## config.mk

```make
export PLATFORM = sky130hd
export DESIGN_NAME = priority_task_scheduler_with_delays_unit_flat
export DESIGN_NICKNAME = d
export VERILOG_FILES = /design/src/sv/ptsched_pkg.sv /design/src/sv/ptsched_if.sv /design/src/sv/ptsched_ram.sv /design/src/sv/priority_task_scheduler_with_delays_unit.sv /design/src/flat_wrapper.sv
export SDC_FILE = /design/constraint.sdc
export NUM_CORES = 1
export LEC_CHECK = 0
export BUFFER_PORTS_ARGS = -buffer_cell sky130_fd_sc_hd__buf_2
export CORE_UTILIZATION = 42
export DETAILED_ROUTE_END_ITERATION = 12
export GPL_ROUTABILITY_DRIVEN = 0
export SYNTH_ARGS = -nofsm -noshare
export SYNTH_HDL_FRONTEND = slang
export SYNTH_HIERARCHICAL = 1
export SYNTH_SLANG_ARGS = --single-unit
```

## constraint.sdc

```tcl
create_clock -name clk_i -period 15.9 [get_ports clk_i]
set_input_delay 0 -clock clk_i [delete_from_list [all_inputs] [get_ports clk_i]]
set_output_delay 0 -clock clk_i [all_outputs]
set_load 0.02 [all_outputs]
```

## src/sv/ptsched_pkg.sv

```systemverilog
`default_nettype none

package ptsched_pkg;

  localparam int DefMaxTasks = 8;
  localparam int PriW        = 8;
  localparam int TickW       = 32;
  localparam int DelayW      = 32;
  localparam int RunW        = 3;

  typedef enum logic [1:0] {
    REQ_CREATE   = 2'd0,
    REQ_DELAY    = 2'd1,
    REQ_TICK     = 2'd2,
    REQ_SCHEDULE = 2'd3
  } req_e;

  typedef enum logic [1:0] {
    STAT_OK      = 2'd0,
    STAT_FULL    = 2'd1,
    STAT_BAD_PRI = 2'd2
  } status_e;

  typedef enum logic [1:0] {
    SL_READY   = 2'd0,
    SL_RUNNING = 2'd1,
    SL_BLOCKED = 2'd2
  } slot_e;

  typedef enum logic [1:0] {
    FS_IDLE,
    FS_SWEEP,
    FS_COMMIT,
    FS_DONE
  } fsm_e;

  typedef struct packed {
    logic [PriW-1:0]  pri;
    slot_e            st;
    logic [TickW-1:0] wake;
  } entry_t;

endpackage

`default_nettype wire

```

## src/sv/ptsched_if.sv

```systemverilog
`default_nettype none

interface ptsched_req_if;
  import ptsched_pkg::*;
  logic              valid;
  logic              ready;
  logic [1:0]        req_type;
  logic [PriW-1:0]   task_priority;
  logic [DelayW-1:0] delay_ticks;

  modport source (output valid, req_type, task_priority, delay_ticks, input ready);
  modport sink (input valid, req_type, task_priority, delay_ticks, output ready);
endinterface

interface ptsched_rsp_if;
  import ptsched_pkg::*;
  logic             valid;
  logic             ready;
  logic [1:0]       status;
  logic [RunW-1:0]  running_task;
  logic [TickW-1:0] tick_now;

  modport source (output valid, status, running_task, tick_now, input ready);
  modport sink (input valid, status, running_task, tick_now, output ready);
endinterface

`default_nettype wire

```

## src/sv/ptsched_ram.sv

```systemverilog
`default_nettype none

module ptsched_ram #(
  parameter int WIDTH = 8,
  parameter int DEPTH = 8
) (
  input  wire logic                     clk_i,
  input  wire logic                     we_i,
  input  wire logic [$clog2(DEPTH)-1:0] waddr_i,
  input  wire logic [WIDTH-1:0]         wdata_i,
  input  wire logic                     re_i,
  input  wire logic [$clog2(DEPTH)-1:0] raddr_i,
  output logic      [WIDTH-1:0]         rdata_o
);

  logic [WIDTH-1:0] mem_q [DEPTH];

  always_ff @(posedge clk_i) begin
    if (we_i) begin
      mem_q[waddr_i] <= wdata_i;
    end
    if (re_i) begin
      rdata_o <= mem_q[raddr_i];
    end
  end

endmodule

`default_nettype wire

```

## src/sv/priority_task_scheduler_with_delays_unit.sv

```systemverilog
// Fixed-priority task scheduler with timed delays.
// Requests arrive on req_i (valid/ready); each request gives exactly one item
// on rsp_o with the status, the slot now running and the tick counter.
// The task table (priority, state and wake tick per slot) lives in one
// synchronous RAM with a registered read. Create, and any request that has no
// table sweep to do (a delay while the idle task runs, or a tick or schedule
// with only the idle task present), goes from acceptance straight to the
// done state, which hands the result to the output register. Tick, schedule
// and delay otherwise sweep the created slots 1 to N-1 with one read and one
// write-back per cycle, N being the number of slots in use with the idle slot
// counted, at most MAX_TASKS, then commit the chosen task before the done state.
// Requests are taken one at a time, but a new request is accepted while the
// previous result still waits in the output register; a finished request
// holds until that register is free, so a stalled receiver stalls the block
// without loss.
// Reset empties the table to the idle task only, clears the tick counter and
// runs the idle task; the RAM needs no clearing since only created slots are
// ever read.
`default_nettype none

module priority_task_scheduler_with_delays_unit
  import ptsched_pkg::*;
#(
  parameter int MAX_TASKS = DefMaxTasks
) (
  input  wire logic      clk_i,
  input  wire logic      rst_ni,
  ptsched_req_if.sink    req_i,
  ptsched_rsp_if.source  rsp_o
);

  localparam int IW = $clog2(MAX_TASKS);
  localparam int CW = $clog2(MAX_TASKS + 1);
  localparam int EW = $bits(entry_t);

  fsm_e              state_q, state_d;
  logic [CW-1:0]     count_q, count_d;
  logic [IW-1:0]     running_q, running_d;
  logic [TickW-1:0]  tick_q, tick_d;
  req_e              req_q, req_d;
  logic [DelayW-1:0] dly_q, dly_d;
  status_e           status_q, status_d;
  logic [CW-1:0]     rd_idx_q, rd_idx_d;
  logic              pv_q, pv_d;
  logic [IW-1:0]     pv_idx_q, pv_idx_d;
  logic              found_q, found_d;
  logic [PriW-1:0]   best_pri_q, best_pri_d;
  logic [IW-1:0]     best_idx_q, best_idx_d;
  entry_t            best_ent_q, best_ent_d;
  logic              out_valid_q, out_valid_d;
  status_e           out_status_q, out_status_d;
  logic [RunW-1:0]   out_run_q, out_run_d;
  logic [TickW-1:0]  out_tick_q, out_tick_d;

  logic          ram_we, ram_re;
  logic [IW-1:0] ram_waddr, ram_raddr;
  entry_t        ram_wdata;
  logic [EW-1:0] ram_rdata;
  entry_t        rd_ent, new_ent;
  logic [TickW-1:0] wake_diff;
  logic          issue, cand;

  ptsched_ram #(
    .WIDTH (EW),
    .DEPTH (MAX_TASKS)
  ) u_ram (
    .clk_i   (clk_i),
    .we_i    (ram_we),
    .waddr_i (ram_waddr),
    .wdata_i (EW'(ram_wdata)),
    .re_i    (ram_re),
    .raddr_i (ram_raddr),
    .rdata_o (ram_rdata)
  );

  always_ff @(posedge clk_i or negedge rst_ni) begin
    if (!rst_ni) begin
      state_q     <= FS_IDLE;
      count_q     <= CW'(1);
      running_q   <= '0;
      tick_q      <= '0;
      rd_idx_q    <= '0;
      pv_q        <= 1'b0;
      found_q     <= 1'b0;
      out_valid_q <= 1'b0;
    end else begin
      state_q     <= state_d;
      count_q     <= count_d;
      running_q   <= running_d;
      tick_q      <= tick_d;
      rd_idx_q    <= rd_idx_d;
      pv_q        <= pv_d;
      found_q     <= found_d;
      out_valid_q <= out_valid_d;
    end
  end

  always_ff @(posedge clk_i) begin
    req_q        <= req_d;
    dly_q        <= dly_d;
    status_q     <= status_d;
    pv_idx_q     <= pv_idx_d;
    best_pri_q   <= best_pri_d;
    best_idx_q   <= best_idx_d;
    best_ent_q   <= best_ent_d;
    out_status_q <= out_status_d;
    out_run_q    <= out_run_d;
    out_tick_q   <= out_tick_d;
  end

  always_comb begin
    rd_ent    = entry_t'(ram_rdata);
    wake_diff = tick_q - rd_ent.wake;
    new_ent   = rd_ent;
    if (req_q == REQ_DELAY && pv_idx_q == running_q) begin
      new_ent.st   = SL_BLOCKED;
      new_ent.wake = tick_q + dly_q;
    end else if (rd_ent.st == SL_RUNNING) begin
      new_ent.st = SL_READY;
    end else if (req_q == REQ_TICK && rd_ent.st == SL_BLOCKED && rd_ent.wake != '0 &&
                 !wake_diff[TickW-1]) begin
      new_ent.st   = SL_READY;
      new_ent.wake = '0;
    end
    cand  = (new_ent.st == SL_READY) && (!found_q || new_ent.pri < best_pri_q);
    issue = rd_idx_q < count_q;
  end

  always_comb begin
    state_d      = state_q;
    count_d      = count_q;
    running_d    = running_q;
    tick_d       = tick_q;
    req_d        = req_q;
    dly_d        = dly_q;
    status_d     = status_q;
    rd_idx_d     = rd_idx_q;
    pv_d         = pv_q;
    pv_idx_d     = pv_idx_q;
    found_d      = found_q;
    best_pri_d   = best_pri_q;
    best_idx_d   = best_idx_q;
    best_ent_d   = best_ent_q;
    out_valid_d  = out_valid_q && !rsp_o.ready;
    out_status_d = out_status_q;
    out_run_d    = out_run_q;
    out_tick_d   = out_tick_q;
    ram_we       = 1'b0;
    ram_waddr    = pv_idx_q;
    ram_wdata    = new_ent;
    ram_re       = 1'b0;
    ram_raddr    = rd_idx_q[IW-1:0];
    req_i.ready  = 1'b0;

    unique case (state_q)
      FS_IDLE: begin
        req_i.ready = 1'b1;
        if (req_i.valid) begin
          req_d    = req_e'(req_i.req_type);
          dly_d    = req_i.delay_ticks;
          status_d = STAT_OK;
          rd_idx_d = CW'(1);
          pv_d     = 1'b0;
          found_d  = 1'b0;
          state_d  = FS_DONE;
          unique case (req_e'(req_i.req_type))
            REQ_CREATE: begin
              if (count_q >= CW'(MAX_TASKS)) begin
                status_d = STAT_FULL;
              end else if (req_i.task_priority == '0) begin
                status_d = STAT_BAD_PRI;
              end else begin
                ram_we    = 1'b1;
                ram_waddr = count_q[IW-1:0];
                ram_wdata = '{pri: req_i.task_priority, st: SL_READY, wake: '0};
                count_d   = count_q + CW'(1);
              end
            end
            REQ_DELAY: begin
              if (running_q != '0) begin
                state_d = FS_SWEEP;
              end
            end
            REQ_TICK: begin
              tick_d = tick_q + TickW'(1);
              if (count_q > CW'(1)) begin
                state_d = FS_SWEEP;
              end
            end
            REQ_SCHEDULE: begin
              if (count_q > CW'(1)) begin
                state_d = FS_SWEEP;
              end
            end
            default: ;
          endcase
        end
      end
      FS_SWEEP: begin
        if (issue) begin
          ram_re   = 1'b1;
          rd_idx_d = rd_idx_q + CW'(1);
        end
        pv_d     = issue;
        pv_idx_d = rd_idx_q[IW-1:0];
        if (pv_q) begin
          ram_we = 1'b1;
          if (cand) begin
            found_d    = 1'b1;
            best_pri_d = new_ent.pri;
            best_idx_d = pv_idx_q;
            best_ent_d = new_ent;
          end
        end
        if (!issue && !pv_q) begin
          state_d = FS_COMMIT;
        end
      end
      FS_COMMIT: begin
        if (found_q) begin
          ram_we       = 1'b1;
          ram_waddr    = best_idx_q;
          ram_wdata    = best_ent_q;
          ram_wdata.st = SL_RUNNING;
          running_d    = best_idx_q;
        end else begin
          running_d = '0;
        end
        found_d = 1'b0;
        state_d = FS_DONE;
      end
      FS_DONE: begin
        if (!out_valid_q || rsp_o.ready) begin
          out_valid_d  = 1'b1;
          out_status_d = status_q;
          out_run_d    = RunW'(running_q);
          out_tick_d   = tick_q;
          state_d      = FS_IDLE;
        end
      end
      default: state_d = FS_IDLE;
    endcase
  end

  assign rsp_o.valid        = out_valid_q;
  assign rsp_o.status       = out_status_q;
  assign rsp_o.running_task = out_run_q;
  assign rsp_o.tick_now     = out_tick_q;

`ifndef SYNTHESIS
  a_running_created: assert property (@(posedge clk_i) disable iff (!rst_ni)
    CW'(running_q) < count_q)
    else $error("Running slot lies beyond the created tasks.");

  a_count_range: assert property (@(posedge clk_i) disable iff (!rst_ni)
    count_q >= CW'(1) && count_q <= CW'(MAX_TASKS))
    else $error("Task count out of range.");

  a_tick_step: assert property (@(posedge clk_i) disable iff (!rst_ni)
    req_i.valid && req_i.ready && req_i.req_type == REQ_TICK |=>
    tick_q == $past(tick_q) + TickW'(1))
    else $error("Tick request did not advance the counter by one.");

  a_no_rw_overlap: assert property (@(posedge clk_i) disable iff (!rst_ni)
    ram_we && ram_re |-> ram_waddr != ram_raddr)
    else $error("Table write and read hit the same slot in one cycle.");

  a_best_not_idle: assert property (@(posedge clk_i) disable iff (!rst_ni)
    found_q |-> best_idx_q != '0)
    else $error("Idle slot chosen as a ready candidate.");
`endif

endmodule

`default_nettype wire

```

## src/flat_wrapper.sv

```systemverilog
// flat-port wrapper written by rule: the top's interface ports become plain ports
module priority_task_scheduler_with_delays_unit_flat import ptsched_pkg::*;
#(
  parameter int MAX_TASKS = DefMaxTasks
)
  (clk_i, rst_ni, req_i_valid, req_i_req_type, req_i_task_priority, req_i_delay_ticks, req_i_ready, rsp_o_valid, rsp_o_status, rsp_o_running_task, rsp_o_tick_now, rsp_o_ready);
  ptsched_req_if req_i_i ();
  ptsched_rsp_if rsp_o_i ();
  input  wire logic clk_i;
  input  wire logic rst_ni;
  input wire logic [$bits(req_i_i.valid)-1:0] req_i_valid;
  input wire logic [$bits(req_i_i.req_type)-1:0] req_i_req_type;
  input wire logic [$bits(req_i_i.task_priority)-1:0] req_i_task_priority;
  input wire logic [$bits(req_i_i.delay_ticks)-1:0] req_i_delay_ticks;
  output wire logic [$bits(req_i_i.ready)-1:0] req_i_ready;
  output wire logic [$bits(rsp_o_i.valid)-1:0] rsp_o_valid;
  output wire logic [$bits(rsp_o_i.status)-1:0] rsp_o_status;
  output wire logic [$bits(rsp_o_i.running_task)-1:0] rsp_o_running_task;
  output wire logic [$bits(rsp_o_i.tick_now)-1:0] rsp_o_tick_now;
  input wire logic [$bits(rsp_o_i.ready)-1:0] rsp_o_ready;
  assign req_i_i.valid = req_i_valid;
  assign req_i_i.req_type = req_i_req_type;
  assign req_i_i.task_priority = req_i_task_priority;
  assign req_i_i.delay_ticks = req_i_delay_ticks;
  assign req_i_ready = req_i_i.ready;
  assign rsp_o_valid = rsp_o_i.valid;
  assign rsp_o_status = rsp_o_i.status;
  assign rsp_o_running_task = rsp_o_i.running_task;
  assign rsp_o_tick_now = rsp_o_i.tick_now;
  assign rsp_o_i.ready = rsp_o_ready;
  priority_task_scheduler_with_delays_unit #(.MAX_TASKS(MAX_TASKS)) u_core (.clk_i(clk_i), .rst_ni(rst_ni), .req_i(req_i_i), .rsp_o(rsp_o_i));
endmodule
```

==> insert_results.sql, run 1 <==
INSERT INTO impl_metrics (metric_group, metric, value, unit) VALUES
('run_status', 'run_status', 'completed', ''),
('logic_synthesis', 'synth-warning-count', '6', ''),
('die', 'die_height', '238.7', 'microns'),
('setup_path', 'cp_data_required_time', '16.21', 'ns'),
('logic_synthesis', 'post-synth-top-area-fraction', '63.43', '%'),
('power', 'switching_power', '1.525', 'mW'),
('finish', 'layout-drive-gt1-share', '20.56', '%'),
('clocking', 'cts.repair.resized', '0', ''),
('setup_path', 'setup.worst_path.start_class', 'register', ''),
('global_routing', 'wire_length_of_the_first_global_routing_pass', '81.46', 'mm'),
('setup_path', 'ff2ff_setup_slack', '11.60', 'ns'),
('logic_synthesis', 'synth_top_family_by_area', 'multiplexers', ''),
('global_routing', 'pin_count_of_the_biggest_net_entering_global_routing', '74', ''),
('setup_path', 'crit_type', 'register to register', ''),
('die', 'num_rows', '86', ''),
('placement', 'portBuffers', '84', ''),
('logic_synthesis', 'synthesized_area_fraction_occupied_by_and_or_nand_nor_cells', '5.446', '%'),
('logic_synthesis', 'synth_area_per_cell', '16.33', 'sq um'),
('setup_path', 'rr_worst_depth', '11', ''),
('logic_synthesis', 'synth.area.mux_share', '10.10', '%'),
('sta', 'final_slew_viol_count', '0', ''),
('power', 'power.leakage', '9.749', 'nW'),
('logic_synthesis', 'post_synth_instance_area', '23530', 'sq um'),
('sta', 'fin_tns_setup', '0', 'ns'),
('logic_synthesis', 'synth-compound-area-share', '6.839', '%'),
('logic_synthesis', 'asyncSetResetFlopFracSynth', '8.807', '%'),
('placement', 'hpwl', '32.93', 'mm'),
('clocking', 'tritoncts.num_buffers', '56', ''),
('power', 'pwr_density_cell', '175.0', 'nW/um^2'),
('clocking', 'cts_tree', 'done', ''),
('logic_synthesis', 'synthAdderAreaFrac', '4.340', '%'),
('power', 'power.ir.vdd_worst', '0.1372', 'mV'),
('sta', 'worst_slew_pin_slew', '1.259', 'ns'),
('clocking', 'path_clk_slew', '0.06', 'ns'),
('logic_synthesis', 'yosysTopAreaCell', 'sky130_fd_sc_hd__edfxtp_1', ''),
('logic_synthesis', 'ys_dominant_reg_cell', 'sky130_fd_sc_hd__edfxtp_1', ''),
('setup_path', 'worstPathMaxFanout', '22', ''),
('sta', 'final-setup-viol-count', '0', ''),
('routing', 'antenna_violating_nets_post_route', '0', ''),
('power', 'internal-power', '3.232', 'mW'),
('global_routing', 'grt_remaining_overflow', '0', ''),
('routing', 'dr.pass1.iters', '7', ''),
('setup_path', 'endpoint_kind', 'register', ''),
('clocking', 'cts-root-buf', 'sky130_fd_sc_hd__clkbuf_16', ''),
('routing', 'first_iter_violations', '1265', ''),
('routing', 'detail_route.wl_per_cell', '22.31', 'microns'),
('logic_synthesis', 'top_cell_types_by_occurrence_after_synthesis', '497 x sky130_fd_sc_hd__edfxtp_1, 110 x sky130_fd_sc_hd__nand2_1, 84 x sky130_fd_sc_hd__mux4_2, 80 x sky130_fd_sc_hd__ha_1, 76 x sky130_fd_sc_hd__inv_1', ''),
('finish', 'fill_cells', '4622', ''),
('logic_synthesis', 'yosys.cell_types.count', '63', ''),
('die', 'die_x', '238.7', 'microns'),
('placement', 'placedInstanceArea', '24910', 'sq um'),
('global_routing', 'grt_most_used_layer', 'met2', ''),
('logic_synthesis', 'syn-instance-count', '1441', ''),
('setup_path', 'crit-reg2reg-capture', 'u_core/u_ram/mem_q[2][1]', ''),
('logic_synthesis', 'synthesis.nets', '1568', ''),
('global_routing', 'first_global_vias', '13527', ''),
('global_routing', 'globalRouteMet1Util', '27.28', '%'),
('finish', 'register_area', '16140', 'sq um'),
('global_routing', 'gr-usage-met2', '29.73', '%'),
('clocking', 'cts_post_setup_buffers_inserted', '0', ''),
('global_routing', 'antenna_violations_before_repair', '1', ''),
('routing', 'finalWirelength', '53.61', 'mm'),
('power', 'power.share.clock', '26.8', '%'),
('finish', 'num-nets-final', '1735', ''),
('sta', 'rsz0062_at_grt', 'no', ''),
('clocking', 'number_of_h_tree_levels', '2', ''),
('global_routing', 'grtUsageMet3', '3.845', '%'),
('sta', 'final.min_clock_period', '4.300', 'ns'),
('clocking', 'cts_buffer_depth', '3', ''),
('logic_synthesis', 'synth_xor_xnor_area_share', '2.531', '%'),
('sta', 'worst_slew_margin_rel', '15.80', '%');
[how the worst max path moves through the flow]
stage	cells past startpoint	slack, ns	startpoint	to
4_1_cts	11	11.64	u_core/tick_q[18]	u_core/u_ram/mem_q[2][1]
2_1_floorplan	9	10.53	u_core/state_q[0]	u_core/u_ram/mem_q[4][0]
5_1_grt	11	11.24	u_core/tick_q[18]	u_core/u_ram/mem_q[2][1]
6_report	11	11.60	u_core/tick_q[18]	u_core/u_ram/mem_q[2][1]
3_5_place_dp	11	11.66	u_core/tick_q[18]	u_core/u_ram/mem_q[2][1]
3_3_place_gp	11	11.74	u_core/tick_q[18]	u_core/u_ram/mem_q[2][1]
[per-stage QoR]
stage	hold slack, ns	utilization [%]	worst slack [ns]	power [mW]	instances
finish	0.06087	49.24	11.60	4.757	2403
CTS	0.04696	49.23	11.64	4.805	2402
detailed placement	0.1781	45.12	11.66	3.509	2251
global route	0.05697	49.23	11.24	4.996	2402
global placement	0.1786	45.12	11.74	3.477	2251
floorplan	-0.2956	-	10.53	3.038	1441
[worst max-delay path, stage by stage (launching register included)]
cell	delay [ns]
sky130_fd_sc_hd__dfrtp_1	0.47
sky130_fd_sc_hd__ha_1	0.36
sky130_fd_sc_hd__a21oi_1	0.16
sky130_fd_sc_hd__o21ai_1	0.10
sky130_fd_sc_hd__a211oi_1	0.30
sky130_fd_sc_hd__o211ai_1	0.21
sky130_fd_sc_hd__a21oi_1	0.21
sky130_fd_sc_hd__xnor2_1	0.19
sky130_fd_sc_hd__a21oi_2	0.86
sky130_fd_sc_hd__buf_4	0.35
sky130_fd_sc_hd__a2bb2oi_1	0.11
sky130_fd_sc_hd__o21ai_0	0.64
[cells by family (layout without fill, tap and decap cells)]
kind of cell	after synthesis	in the layout
fa+ha+maj	81	81
mux	127	127
buf+inv	121	334
other cells	0	1
simple gates	268	268
flops	545	545
compound gates	231	231
xor+xnor	68	68
[cell type report]
type | instances | area share, %
flip-flops and latches | 545 | 59.37
multi-input cells | 775 | 25.62
clock buffers | 69 | 5.487
repair buffers | 152 | 3.858
well taps | 748 | 3.443
clock inverters | 35 | 1.142
inverters | 78 | 1.077
diodes | 1 | 0.009207
[power by group through the flow]
stage               logic [mW]  clock network [mW]  registers, mW
floorplan                0.850                   0           2.19
detailed placement        1.28                   0           2.23
CTS                       1.30                1.31           2.20
finish                    1.29                1.27           2.20
global placement          1.26                   0           2.22
global route              1.41                1.36           2.22
[layout by cell type, fill, tap and decap left out, drive strengths merged, types with 11 or more instances in the layout]
cell / Yosys / layout
a22oi: 23 / 23
xor2: 24 / 24
xnor2: 44 / 44
ha: 80 / 80
edfxtp: 497 / 497
nor4: 11 / 11
inv: 78 / 79
nand2b: 11 / 11
nand4: 20 / 20
o21ai: 54 / 54
mux2: 43 / 43
nand3: 20 / 20
a21oi: 43 / 43
dlygate4sd3: 0 / 47
dfrtp: 47 / 47
nor3: 11 / 11
a22o: 38 / 38
nor2: 47 / 47
buf: 19 / 105
clkbuf: 24 / 69
clkinv: 0 / 28
a21o: 17 / 17
mux4: 84 / 84
nand2: 110 / 110
a222oi: 11 / 11
[metal layers]
metal | routed length, microns | share of wire [%]
met1 | 24150 | 45
met2 | 24500 | 46
met3 | 3573 | 6.7
met4 | 1382 | 2.6
met5 | 0 | 0
[sequential cells by signal (all words and copies together), names as in the netlist, 3 cells and up]
name	count
u_core/u_ram/mem_q	336
u_core/u_ram/rdata_o	42
u_core/best_ent_q	40
u_core/dly_q	32
u_core/rsp_o.tick_now	32
u_core/tick_q	32
u_core/count_q	4
u_core/rd_idx_q	4
u_core/best_idx_q	3
u_core/pv_idx_q	3
u_core/rsp_o.running_task	3
u_core/running_q	3
[what timing repair did]
| action | 4_1_cts | 5_1_grt |
|---|---|---|
| setup endpoints to repair | 0 | 0 |
| hold buffers | 47 | 0 |
| hold endpoints to repair | 160 | 0 |
No activity file was read; power rests on OpenSTA's default activity.
==> inputs of run 2 (changes only) <==
Clock period 15.9 ns to 3.7 ns, I/O delays scaled along.
==> run 2 against run 1 <==
  * Non-clock buffer count up 60
  * Via count rose by 2.5%
  * Sequential power rose to 4.2 times the previous value
  * Total power rose to 4.4 times the previous value
  * Sequential share of layout area fell by 1.3 points
  * Die area stayed put
  * First-iteration DRC count is 8.9% lower
==> insert_results.sql, run 2 (synthesized netlist as in run 1, its figures left out) <==
INSERT INTO impl_metrics (metric_group, metric, value, unit) VALUES
('run_status', 'run_status', 'completed', ''),
('global_routing', 'wire_length_of_the_first_global_routing_pass', '83.67', 'mm'),
('sta', 'fin_hold_ws', '0.08168', 'ns'),
('power', 'combPwrFrac', '28.5', '%'),
('finish', 'largest_register_ffs', '336', ''),
('routing', 'avgViaCountPerCell', '5.523', ''),
('sta', 'finClkSkew', '0.03140', 'ns'),
('finish', 'synthToLayoutAreaGrowth', '18.21', '%'),
('die', 'io-pin-count', '85', ''),
('placement', 'dp_slack', '-0.01692', 'ns'),
('power', 'swShare', '31.43', '%'),
('setup_path', 'path_delay_family', 'compound AO/OA/AOI/OAI gates', ''),
('setup_path', 'setup.worst_path.start_class', 'register', ''),
('sta', 'final_slew_viol_count', '0', ''),
('routing', 'detail_route.wl_per_cell', '22.31', 'microns'),
('finish', 'final_area', '27810', 'sq um'),
('power', 'internal-power', '14.32', 'mW'),
('power', 'power.ir.vdd_worst', '0.4335', 'mV'),
('setup_path', 'cp_data_required_time', '4.09', 'ns'),
('clocking', 'cts_tree', 'done', ''),
('clocking', 'clkSinkCount', '545', ''),
('setup_path', 'path_common_cell', 'sky130_fd_sc_hd__a221oi_2', ''),
('placement', 'placed_cells', '2309', ''),
('global_routing', 'pin_count_of_the_biggest_net_entering_global_routing', '51', ''),
('power', 'switching_power', '6.563', 'mW'),
('sta', 'finalWorstSetupSlack', '0.2292', 'ns'),
('die', 'num_rows', '86', ''),
('global_routing', 'first_global_vias', '13909', ''),
('power', 'power.leakage', '10.11', 'nW'),
('finish', 'register_area', '16140', 'sq um'),
('clocking', 'cts-root-buf', 'sky130_fd_sc_hd__clkbuf_16', ''),
('global_routing', 'grt_remaining_overflow', '0', ''),
('routing', 'vias', '13603', ''),
('setup_path', 'critical_path.n_buffers_inverters', '1', ''),
('global_routing', 'antenna_violations_before_repair', '2', ''),
('clocking', 'clk_latency', '0.62', 'ns'),
('die', 'start_util', '42.62', '%'),
('finish', 'num-nets-final', '1794', ''),
('routing', 'finalWirelength', '54.95', 'mm'),
('clocking', 'number_of_h_tree_levels', '2', ''),
('power', 'p_seq_share', '44.7', '%'),
('finish', 'fill_cells', '4538', ''),
('finish', 'mostFrequentLayoutCell', 'sky130_fd_sc_hd__edfxtp_1', ''),
('die', 'die_height', '238.7', 'microns'),
('setup_path', 'timing.critical_path.slowest_stage_cell', 'sky130_fd_sc_hd__dfrtp_1', ''),
('sta', 'final-hold-violation-count', '0', ''),
('global_routing', 'globalRouteTotalUtil', '19.64', '%'),
('flow_run', 'cap_violations', '0', ''),
('setup_path', 'arrival', '3.86', 'ns'),
('setup_path', 'worstPathMaxFanout', '8', ''),
('die', 'total_core_area', '55200', 'sq um'),
('die', 'area_of_the_die', '56970', 'sq um'),
('placement', 'portBuffers', '84', ''),
('sta', 'timing.fmax', '288.1', 'MHz'),
('power', 'pwr_density_cell', '750.8', 'nW/um^2'),
('setup_path', 'endpoint_kind', 'register', ''),
('finish', 'layout.cells.non_filler', '2463', ''),
('clocking', 'cts_buffer_depth', '3', ''),
('sta', 'final-setup-viol-count', '0', ''),
('placement', 'placedInstanceArea', '25470', 'sq um'),
('placement', 'hpwl', '35.16', 'mm'),
('sta', 'final.min_clock_period', '3.471', 'ns'),
('finish', 'layout-drive-gt1-share', '23.53', '%'),
('routing', 'dr.pass1.iters', '5', ''),
('power', 'power.share.clock', '26.7', '%'),
('routing', 'first_iter_violations', '1152', ''),
('finish', 'final_cell_mix', '497 x sky130_fd_sc_hd__edfxtp_1, 110 x sky130_fd_sc_hd__nand2_1, 84 x sky130_fd_sc_hd__buf_2, 84 x sky130_fd_sc_hd__mux4_2, 80 x sky130_fd_sc_hd__ha_1', ''),
('sta', 'worst_slew_pin_slew', '1.096', 'ns'),
('die', 'die_x', '238.7', 'microns'),
('routing', 'drc_violation_count_after_routing', '0', ''),
('sta', 'worst_slew_margin_rel', '26.92', '%'),
('sta', 'finalCritPeriodShare', '93.81', '%'),
('setup_path', 'crit_type', 'register to register', ''),
('setup_path', 'cpPeakStageDelay', '0.46', 'ns'),
('clocking', 'tritoncts.num_buffers', '55', ''),
('worst_hold_path', 'hold_path_class', 'input port to async pin', ''),
('finish', 'multi_input_comb_area', '6985', 'sq um'),
('finish', 'biggestRegsByFlops', 'u_core/u_ram/mem_q: 336 flops, u_core/u_ram/rdata_o: 42 flops, u_core/best_ent_q: 40 flops', ''),
('clocking', 'path_clk_slew', '0.06', 'ns'),
('setup_path', 'timing.critical_path.cells', 'ha_1 -> and3_1 -> a221o_1 -> buf_4 -> a221oi_2 -> a211oi_1 -> nor3_2 -> o21ai_2 -> a221oi_2 -> xnor2_1 -> a21o_1', ''),
('routing', 'antenna_violating_nets_post_route', '0', ''),
('sta', 'rsz0062_at_grt', 'no', ''),
('finish', 'top_register', 'u_core/u_ram/mem_q', '');
-- run 2: cell count changes in the layout (fill, tap and decap cells not counted), sizes merged --
cell	delta
buf	+62
bufinv	+2
clkbuf	+8
clkinv	-12
diode	+1
dlygate4sd3	-2
inv	+1
-- run 2: area by class of cell --
| class | count | area share, % |
|---|---|---|
| flip-flops and latches | 545 | 58.02 |
| inverters | 78 | 1.053 |
| clock buffers | 77 | 5.426 |
| clock inverters | 26 | 1.138 |
| well taps | 748 | 3.365 |
| diodes | 2 | 0.01800 |
| multi-input cells | 775 | 25.12 |
| repair buffers | 212 | 5.866 |
-- run 2: final timing paths --
kind | to | startpoint | slack, ns | depth (start not counted)
worst max-delay path | u_core/u_ram/mem_q[2][31] | u_core/tick_q[7] | 0.23 | 11
worst min-delay path | u_core/state_q[1] | rst_ni | 0.08 | 3
worst max register to register | u_core/u_ram/mem_q[2][31] | u_core/tick_q[7] | 0.23 | 11
worst min register to register | u_core/rsp_o.status[1] | u_core/status_q[1] | 0.43 | 0
max in group asynchronous | u_core/rd_idx_q[2] | rst_ni | 3.07 | 3
min in group clk_i | u_core/dly_q[22] | req_i_delay_ticks[22] | 0.09 | 2
-- run 2: what timing repair did --
item / in CTS / in global routing
cloned: 0 / 0
hold endpoints to repair: 158 / 0
hold buffers: 45 / 0
setup endpoints to repair: 8 / 75
setup buffers: 0 / 4
pin swaps: 0 / 1
resized for setup: 1 / 3
-- run 2: through the flow --
stage	util, %	total power [mW]	TNS [ns]
after floorplan	-	13.06	-128.31
after global placement	46.14	15.15	0
after detailed placement	46.14	15.33	-0.1343
after CTS	50.27	20.99	0
after global routing	50.38	21.91	0
final	50.38	20.88	0
-- run 2: metal layers --
layer  wire, microns  global-route usage [%]
met3            3248                   2.945
met2           25780                   31.59
met4            1316                   5.847
met5               0                       0
met1           24600                   27.67
-- run 2: tightest hold or removal path, delay by kind of cell --
kind     cells  cell delay [ns]
buf+inv      3             1.20
-- run 2: power groups by stage --
stage	sequential [mW]	combinational, mW	clock, mW
floorplan	9.40	3.67	0
global placement	9.44	5.71	0
detailed placement	9.47	5.85	0
CTS	9.35	5.92	5.71
global route	9.44	6.54	5.93
finish	9.34	5.96	5.58
